$ cat config.mk
export PLATFORM = sky130hd
export DESIGN_NAME = dgsp_gain
export DESIGN_NICKNAME = d
export VERILOG_FILES = /design/src/rtl/core/dgsp_pkg.sv /design/src/rtl/core/dgsp_gain.sv
export SDC_FILE = /design/constraint.sdc
export NUM_CORES = 2
export LEC_CHECK = 0
export BUFFER_PORTS_ARGS = -buffer_cell sky130_fd_sc_hd__buf_2
export CAP_MARGIN = 25
export CORE_AREA = 3 3 406 488
export CTS_CLUSTER_DIAMETER = 150
export DETAILED_ROUTE_END_ITERATION = 8
export DIE_AREA = 0 0 409 491
export PLACE_DENSITY = 0.77
export SLEW_MARGIN = 40
export SYNTH_ARGS = -nofsm -noshare
export SYNTH_HDL_FRONTEND = slang
export SYNTH_SLANG_ARGS = --single-unit
export TNS_END_PERCENT = 30
$ cat constraint.sdc
create_clock -name clk_i -period 7.73 [get_ports clk_i]
set_input_delay 1.546 -clock clk_i [delete_from_list [all_inputs] [get_ports clk_i]]
set_output_delay 1.546 -clock clk_i [all_outputs]
set_load 0.005 [all_outputs]
$ cat src/rtl/core/dgsp_pkg.sv
// Shared widths, types and constants for the distance gain and placement block.
// Used by the channel interfaces and every module under rtl/core.
`default_nettype none
package dgsp_pkg;

  localparam int COORD_W = 16;
  localparam int DIFF_W  = COORD_W + 1;
  localparam int MAG_W   = 18;
  localparam int SQ_W    = 2 * MAG_W;
  localparam int SUM_W   = SQ_W + 2;
  localparam int V_W     = SUM_W + 16;
  localparam int SQRT_N  = V_W / 2;
  localparam int D_W     = SQRT_N;
  localparam int CFG_W   = 16;
  localparam int DEN_W   = CFG_W + 8;
  localparam int Q_W     = 16;
  localparam int GAIN_W  = 17;
  localparam int PROD_W  = DIFF_W + GAIN_W + 1;
  localparam int LIS_W   = COORD_W + 16;
  localparam int P_W     = ((PROD_W > LIS_W) ? PROD_W : LIS_W) + 1;
  localparam int HI_W    = P_W - 16;
  localparam int HS_W    = HI_W + CFG_W;
  localparam int SQS_W   = HS_W + 1 - 8;
  localparam int POS_W   = 24;
  localparam int CFG_IDX_W = 3;
  localparam int N_AXES  = 3;

  localparam logic [MAG_W-1:0]    DIFF_CLAMP = MAG_W'(1) << 17;
  localparam logic [GAIN_W-1:0]   GAIN_ONE   = GAIN_W'(1) << 16;
  localparam logic [GAIN_W-1:0]   GAIN_ZERO  = '0;
  localparam logic [SQS_W-1:0]    SAT_POS    = SQS_W'(23'h7FFFFF);
  localparam logic [SQS_W-1:0]    SAT_NEG    = SQS_W'(24'h800000);
  localparam logic signed [POS_W-1:0] POS_MAX = 24'sh7FFFFF;
  localparam logic signed [POS_W-1:0] POS_MIN = 24'sh800000;

  localparam logic [CFG_W-1:0] RST_MAX_DIST  = 16'd1500;
  localparam logic [CFG_W-1:0] RST_FULL_DIST = 16'd300;
  localparam logic [CFG_W-1:0] RST_OCC       = 16'd19661;
  localparam logic [CFG_W-1:0] RST_CUTOFF    = 16'd655;
  localparam logic [CFG_W-1:0] RST_SCALE     = 16'd655;

  typedef enum logic [CFG_IDX_W-1:0] {
    REG_MAX_DIST  = 3'd0,
    REG_FULL_DIST = 3'd1,
    REG_OCC       = 3'd2,
    REG_CUTOFF    = 3'd3,
    REG_SCALE     = 3'd4
  } cfg_idx_e;

  typedef enum logic [1:0] {
    CASE_FULL,
    CASE_ZERO,
    CASE_DIV
  } gain_case_e;

  typedef struct packed {
    logic [CFG_W-1:0] max_dist;
    logic [CFG_W-1:0] full_dist;
    logic [CFG_W-1:0] occ_factor;
    logic [CFG_W-1:0] cutoff;
    logic [CFG_W-1:0] pos_scale;
  } cfg_t;

  typedef struct packed {
    logic signed [COORD_W-1:0] lx;
    logic signed [COORD_W-1:0] ly;
    logic signed [COORD_W-1:0] lz;
    logic signed [DIFF_W-1:0]  dx;
    logic signed [DIFF_W-1:0]  dy;
    logic signed [DIFF_W-1:0]  dz;
    logic                      occ;
  } item_t;

  typedef struct packed {
    logic [GAIN_W-1:0]        gain;
    logic signed [POS_W-1:0]  p_first;
    logic signed [POS_W-1:0]  p_vert;
    logic signed [POS_W-1:0]  p_third;
  } res_t;

  function automatic logic [MAG_W-1:0] clamp_mag(logic signed [DIFF_W-1:0] d);
    logic [DIFF_W-1:0]       a;
    logic [MAG_W+DIFF_W-1:0] m;
    a = d[DIFF_W-1] ? DIFF_W'(-d) : DIFF_W'(d);
    m = (MAG_W+DIFF_W)'(a);
    if (m > (MAG_W+DIFF_W)'(DIFF_CLAMP)) begin
      return DIFF_CLAMP;
    end
    return m[MAG_W-1:0];
  endfunction

endpackage
`default_nettype wire

$ cat src/rtl/core/dgsp_gain.sv
// Gain pipeline: range test, one quotient bit per stage, t squared, falloff and occlusion.
// Depends on dgsp_pkg.
`default_nettype none
module dgsp_gain (
  input  wire logic            clk_i,
  input  wire logic            rst_ni,
  input  wire logic            en_i,
  input  dgsp_pkg::cfg_t       cfg_i,
  input  wire logic            valid_i,
  input  dgsp_pkg::item_t      item_i,
  input  wire logic [dgsp_pkg::D_W-1:0] dist_i,
  output logic                 valid_o,
  output dgsp_pkg::item_t      item_o,
  output logic [dgsp_pkg::GAIN_W-1:0] gain_o
);
  import dgsp_pkg::*;

  logic [D_W-1:0] full8, max8;
  gain_case_e     case_d;

  logic           vld_q  [Q_W+1];
  item_t          itm_q  [Q_W+1];
  gain_case_e     case_q [Q_W+1];
  logic [DEN_W-1:0] rem_q [Q_W+1];
  logic [DEN_W-1:0] den_q [Q_W+1];
  logic [Q_W-1:0] quo_q  [Q_W+1];

  logic           t_vld_q, g_vld_q, o_vld_q;
  item_t          t_itm_q, g_itm_q, o_itm_q;
  gain_case_e     t_case_q;
  logic [Q_W-1:0] tsq_q;
  logic [GAIN_W-1:0] g_q, o_q, g_d;
  logic [GAIN_W+CFG_W-1:0] occ_prod;

  assign full8 = D_W'({cfg_i.full_dist, 8'b0});
  assign max8  = D_W'({cfg_i.max_dist, 8'b0});

  // full-volume test comes first, so reversed limits never reach the divider
  always_comb begin
    if (dist_i <= full8) begin
      case_d = CASE_FULL;
    end else if (dist_i >= max8) begin
      case_d = CASE_ZERO;
    end else begin
      case_d = CASE_DIV;
    end
  end

  always_ff @(posedge clk_i or negedge rst_ni) begin
    if (!rst_ni) begin
      vld_q[0] <= 1'b0;
      t_vld_q  <= 1'b0;
      g_vld_q  <= 1'b0;
      o_vld_q  <= 1'b0;
    end else if (en_i) begin
      vld_q[0] <= valid_i;
      t_vld_q  <= vld_q[Q_W];
      g_vld_q  <= t_vld_q;
      o_vld_q  <= g_vld_q;
    end
  end

  always_ff @(posedge clk_i) begin
    if (en_i) begin
      itm_q[0]  <= item_i;
      case_q[0] <= case_d;
      rem_q[0]  <= DEN_W'(dist_i - full8);
      den_q[0]  <= DEN_W'(max8 - full8);
      quo_q[0]  <= '0;
    end
  end

  for (genvar k = 0; k < Q_W; k++) begin : g_div
    logic [DEN_W:0] r2;
    logic           ge;
    assign r2 = {rem_q[k], 1'b0};
    assign ge = r2 >= {1'b0, den_q[k]};

    always_ff @(posedge clk_i or negedge rst_ni) begin
      if (!rst_ni) begin
        vld_q[k+1] <= 1'b0;
      end else if (en_i) begin
        vld_q[k+1] <= vld_q[k];
      end
    end

    always_ff @(posedge clk_i) begin
      if (en_i) begin
        itm_q[k+1]  <= itm_q[k];
        case_q[k+1] <= case_q[k];
        den_q[k+1]  <= den_q[k];
        rem_q[k+1]  <= ge ? DEN_W'(r2 - {1'b0, den_q[k]}) : r2[DEN_W-1:0];
        quo_q[k+1]  <= {quo_q[k][Q_W-2:0], ge};
      end
    end
  end

  always_comb begin
    case (t_case_q)
      CASE_FULL: g_d = GAIN_ONE;
      CASE_ZERO: g_d = GAIN_ZERO;
      CASE_DIV:  g_d = GAIN_ONE - GAIN_W'(tsq_q);
      default:   g_d = GAIN_ZERO;
    endcase
  end

  assign occ_prod = g_q * cfg_i.occ_factor;

  always_ff @(posedge clk_i) begin
    if (en_i) begin
      t_itm_q  <= itm_q[Q_W];
      t_case_q <= case_q[Q_W];
      tsq_q    <= Q_W'((2*Q_W)'(quo_q[Q_W] * quo_q[Q_W]) >> 16);
      g_itm_q  <= t_itm_q;
      g_q      <= g_d;
      o_itm_q  <= g_itm_q;
      o_q      <= g_itm_q.occ ? occ_prod[GAIN_W+15:16] : g_q;
    end
  end

  assign valid_o = o_vld_q;
  assign item_o  = o_itm_q;
  assign gain_o  = o_q;
endmodule
`default_nettype wire

**Word-level counts from Yosys, hierarchy flattened**

Memory sizes are Yosys's and may differ from the RTL's. A register that Yosys moved wholly into a read port is not among the register bits.
Index checks and enable logic that the tools add are counted.

- Bits in registers: 270
- Memory bits (read-only): 0
- Latch bits: 0
- Memories: 5
- Output and inout bits: 118
- Input bits: 211
- Memory bits (writable): 2,822
- Word-level logic and storage cells: 105

Memories:

| memory | depth | bits a word | rd ports | clocked after Yosys merged registers in | wr ports | line | RTL |
|---|---|---|---|---|---|---|---|
| itm_q | 17 | 100 | 17 | 1 | 17 | dgsp_gain.sv:22 | `item_t itm_q [Q_W+1];` |
| den_q | 17 | 24 | 16 | 0 | 17 | dgsp_gain.sv:25 | `logic [DEN_W-1:0] den_q [Q_W+1];` |
| rem_q | 17 | 24 | 16 | 0 | 17 | dgsp_gain.sv:24 | `logic [DEN_W-1:0] rem_q [Q_W+1];` |
| quo_q | 17 | 16 | 17 | 0 | 17 | dgsp_gain.sv:26 | `logic [Q_W-1:0] quo_q [Q_W+1];` |
| case_q | 17 | 2 | 17 | 1 | 17 | dgsp_gain.sv:23 | `gain_case_e case_q [Q_W+1];` |

- Reduce and logical (&&, ||, !) cells: 1
- Shift operators: 0
- Multiplexer cells: 22
- Bitwise logic cells: 0
- Div/mod/pow operators: 0
- Multipliers: 2
- Add/sub/neg operators: 19
- Order comparisons: 18
- Equal/unequal tests: 1

Operator list:

| kind | number |
|---|---|
| subtractor 24 bit | 18 |
| greater-or-equal comparator 25 x 24 -> 1 bit | 16 |
| two-way mux 24 bit | 16 |
| one-hot mux 17 bit (2 select lines) | 1 |
| multiplier 17 x 16 -> 33 bit | 1 |
| multiplier 16 x 16 -> 32 bit | 1 |
| greater-or-equal comparator 27 x 24 -> 1 bit | 1 |
| <= comparator 27 x 24 -> 1 bit | 1 |
| two-way mux 17 bit | 1 |
| subtractor 17 x 16 -> 17 bit, first input constant | 1 |
| two-way mux 2 bit | 2 |
| == test 2 bit, second input constant | 1 |
| zero test 2 bit | 1 |
| two-way mux 1 bit | 2 |

**Logic depth before layout (Yosys ltp)**

- Depth in word-level cells: 3
- Depth in mapped cells: 26

**Least setup slack after synthesis**

OpenSTA, ideal clock, no wires.

- Path type: input to register
- Start point: in cfg_i[41] (netlist name)
- End point: reg o_q[9] (netlist: gain_o[9]), data pin
- Arrival time: 7,434 ps
- Buffers on the path: 2
- Stages on the path: 21
- Setup slack: 36 ps
- Setup time: 260 ps
- Data required time: 7,470 ps
- Cells stage by stage: clkbuf_1 clkbuf_1 nand2_1 fa_1 inv_1 fa_1 fa_1 fa_1 fa_1 inv_1 fa_1 inv_1 ha_1 a211oi_1 a32oi_1 and4_1 o31ai_4 nand2_2 a221o_1 xor2_1 mux2_4

- Longest elaborated chain between the ends: 2

RTL lines:

| element | line | RTL |
|---|---|---|
| start, declared | dgsp_gain.sv:8 | `input dgsp_pkg::cfg_t cfg_i,` |
| multiplier 17 x 16 -> 33 bit | dgsp_gain.sv:107 | `assign occ_prod = g_q * cfg_i.occ_factor;` |
| two-way mux 17 bit | dgsp_gain.sv:117 | `o_q <= g_itm_q.occ ? occ_prod[GAIN_W+15:16] : g_q;` |
| end signal, assigned | dgsp_gain.sv:117 |  |
| end, declared | dgsp_gain.sv:32 | `logic [GAIN_W-1:0] g_q, o_q, g_d;` |

Every way passes these cells.
A chain may end at the register's enable or synchronous reset.

**Worst setup path after layout**

- Start point: in cfg_i[38] (netlist name)
- End point: reg o_q[13] (netlist: gain_o[13]), data pin

Same word-level chain as after synthesis.

==> impl_metrics.toml <==
[synth]
yosysTopAreaCell = "edfxtp_1"
syn_area_per_cell_um2 = 16.9
ys_types = 91
synthFlopType = "edfxtp_1"
syn-num-nets = 7940
yosysSeqAreaShare = 0.722
synth.area.top_cells = "edfxtp_1 (72%), fa_1 (6.7%), ha_1 (5.4%)"
synthesis.area_mm2 = 0.116
synth_edf_count = 2770
synthCells = 6843
yosys_warnings = 0
ys_async_sr_fraction = 0.00717
synth_top_cell_area_share = 0.718
ys_ff_latch = 2790

[drt]
first_pass_iters = 5
routedWlPerCell_um = 17.8
antenna_left = 0
drc = 0
wl_met2_um = 95100
viasPerCell = 5.30
wl_um = 182000
met1_length_um = 72100
top_layer = "met4"
met3_wirelength_um = 7080
vias = 54100
drtIter0Drc = 3084

[finish]
area_growth_pct = 12.0
layout_common_cells = "edfxtp_1 (2770), inv_1 (860), ha_1 (499)"
layout.nets = 8532
fin_util = 0.670
final_common_cell = "edfxtp_1"
drive_gt1_frac = 0.132

[run]
cap_violations = 0

[setup_path]
cp-start-kind = "input pin"
path_common_cell = "fa_1"
path_max_fanout = 9
cp_slowest_cell = "fa_1"
required_ps = 8340
crit_chain = "buf_2 -> buf_4 -> and2_1 -> fa_1 -> inv_1 -> fa_1 -> fa_1 -> inv_1 -> fa_1 -> fa_1 -> inv_1 -> fa_1 -> inv_1 -> ha_1 -> nand2_1 -> a32oi_1 -> nor4b_4 -> o21bai_1 -> a32oi_2 -> a31oi_1 -> xnor2_1 -> mux2_2"
cpPeakStageDelay_ps = 560
setup.worst_path.end_class = "flop"
rrSetupSlack_ps = 750
worstSetupPathType = "input pin to flop"
cp.arrival_ps = 7640

[floorplanning]
die_x_um = 409
core_mm2 = 0.194
die_h_um = 491
ios = 329
dieArea_mm2 = 0.201
start_util = 0.598
std_cell_rows = 177

[cts]
post_cts_buffers = 0
clkTransAtPathRegs_ps = 60
cts-resized-gates = 0
cts_tree = "built"
cts_buffers = 279
cts_root_buffer = "clkbuf_16"
ctsHoldBuffers = 0
cts_buffer_depth = 4
cts.sinks = 2790
clock_latency_ps = 920
htreeDepth = 5

[sta]
hold_viol = 0
setup_viol = 0
slew_violations = 0
worst_slew_pin_slew_ps = 812
post-route-period-util = 0.910
skew_ps = 57.6
max_slew_margin = 0.459
rsz0062_at_grt = "no"
timing.hold.ws_ps = 368
max_freq_ghz = 0.142
period_needed_ps = 7040

[grt]
grtUsageTotal = 0.182
gr-total-overflow = 0
antenna_found_initial = 5
grt_pass1_wl_um = 293000
grt_max_degree = 187
first_global_vias = 57200

[min_path]
hold_class = "flop to flop"

[placement]
globalplace.congestion = 0.883
dp_hpwl_um = 118000
port-buffer-count = 296

[outcome]
outcome = "finished clean"

[power_and_ir_drop]
total_leakage_power_nw = 50.6
ir_worst_vdd_uv = 545
powerDensity_mw_per_mm2 = 385
==> sequential cells by signal, summed over array words and instances (netlist names) <==
register,cells
rem_q,292
gain_o,17
den_q,256
itm_q,1700
item_o,100
quo_q,136
g_q,17
t_case_q,2
g_vld_q,1
tsq_q,16
t_vld_q,1
t_itm_q,100
case_q,34
valid_o,1
vld_q,17
g_itm_q,100
==> layer usage <==
| layer | up-vias | GRT usage |
|---|---|---|
| met4 | 0 | 0.0761 |
| li1 | 25900 | - |
| met3 | 460 | 0.0309 |
| met5 | - | 0 |
| met1 | 26700 | 0.222 |
| met2 | 1118 | 0.322 |
==> final timing paths <==
check	end	cells past startpoint	start
setup / recovery	gain_o[13]	22	cfg_i[38]
hold / removal	itm_q[11][99]	0	itm_q[10][99]
setup reg to reg	gain_o[13]	21	g_q[8]
hold reg to reg	itm_q[11][99]	0	itm_q[10][99]
max in group asynchronous	vld_q[9]	1	rst_ni
min in group asynchronous	vld_q[16]	1	rst_ni
==> cells by family (layout without fill, tap and decap cells) <==
logic type	Yosys count	in the layout	synth area share
mux	223	223	0.0224
other cells	0	3	0
xor+xnor	240	240	0.0181
fa+ha+maj	886	886	0.121
simple gates	1059	1059	0.0454
flops	2790	2790	0.722
buf+inv	955	1724	0.0315
compound gates	690	690	0.0397
==> cell type report <==
type	count	area [um2]
clock inverters	125	1130
repair buffers	406	2680
well taps	2595	3250
clock buffers	333	7250
multi-input cells	3098	28600
flip-flops and latches	2790	83700
diodes	3	7.51
fillers	12700	64000
inverters	860	3230
==> cell usage after synthesis, types with 23 or more instances <==
| master | number |
|---|---|
| a21boi_0 | 41 |
| a21o_1 | 112 |
| a21oi_1 | 183 |
| and2_1 | 188 |
| clkbuf_1 | 73 |
| edfxtp_1 | 2770 |
| fa_1 | 387 |
| ha_1 | 499 |
| inv_1 | 860 |
| mux2_2 | 167 |
| mux2_4 | 29 |
| mux2i_1 | 23 |
| nand2_1 | 324 |
| nand2b_1 | 36 |
| nand3_1 | 35 |
| nand4_1 | 54 |
| nor2_1 | 217 |
| nor2b_1 | 59 |
| nor3_1 | 55 |
| o21a_1 | 32 |
| o21ai_0 | 129 |
| o21bai_1 | 32 |
| xnor2_1 | 154 |
| xor2_1 | 86 |
==> power by group <==
group	switching, mW	internal, mW	leakage, nW	total, mW
logic	9.46	8.07	19.3	17.5
clock network	5.22	7.26	4.05	12.5
registers	0.807	19.2	27.3	20.0
==> critical path: cells and delay by family <==
kind / cells / cell delay (ps)
adder cells (fa/ha/maj): 7 / 3460
AO/OA/AOI/OAI: 4 / 920
AND/OR/NAND/NOR: 3 / 790
buffers and inverters: 6 / 520
multiplexers: 1 / 260
XOR/XNOR: 1 / 150
==> through the flow <==
stage	power (mW)	std cells	setup WS, ps	instance area (um2)	TNS (ps)
2_1_floorplan	33.0	6843	36.1	116000	0
4_1_cts	50.5	10200	700	130000	0
3_3_place_gp	37.1	9739	-122	121000	-832
5_1_grt	53.5	10200	427	130000	0
3_5_place_dp	37.7	9742	-198	121000	-1530
6_report	50.0	10200	693	130000	0
Power figures use the tool's default switching activity.
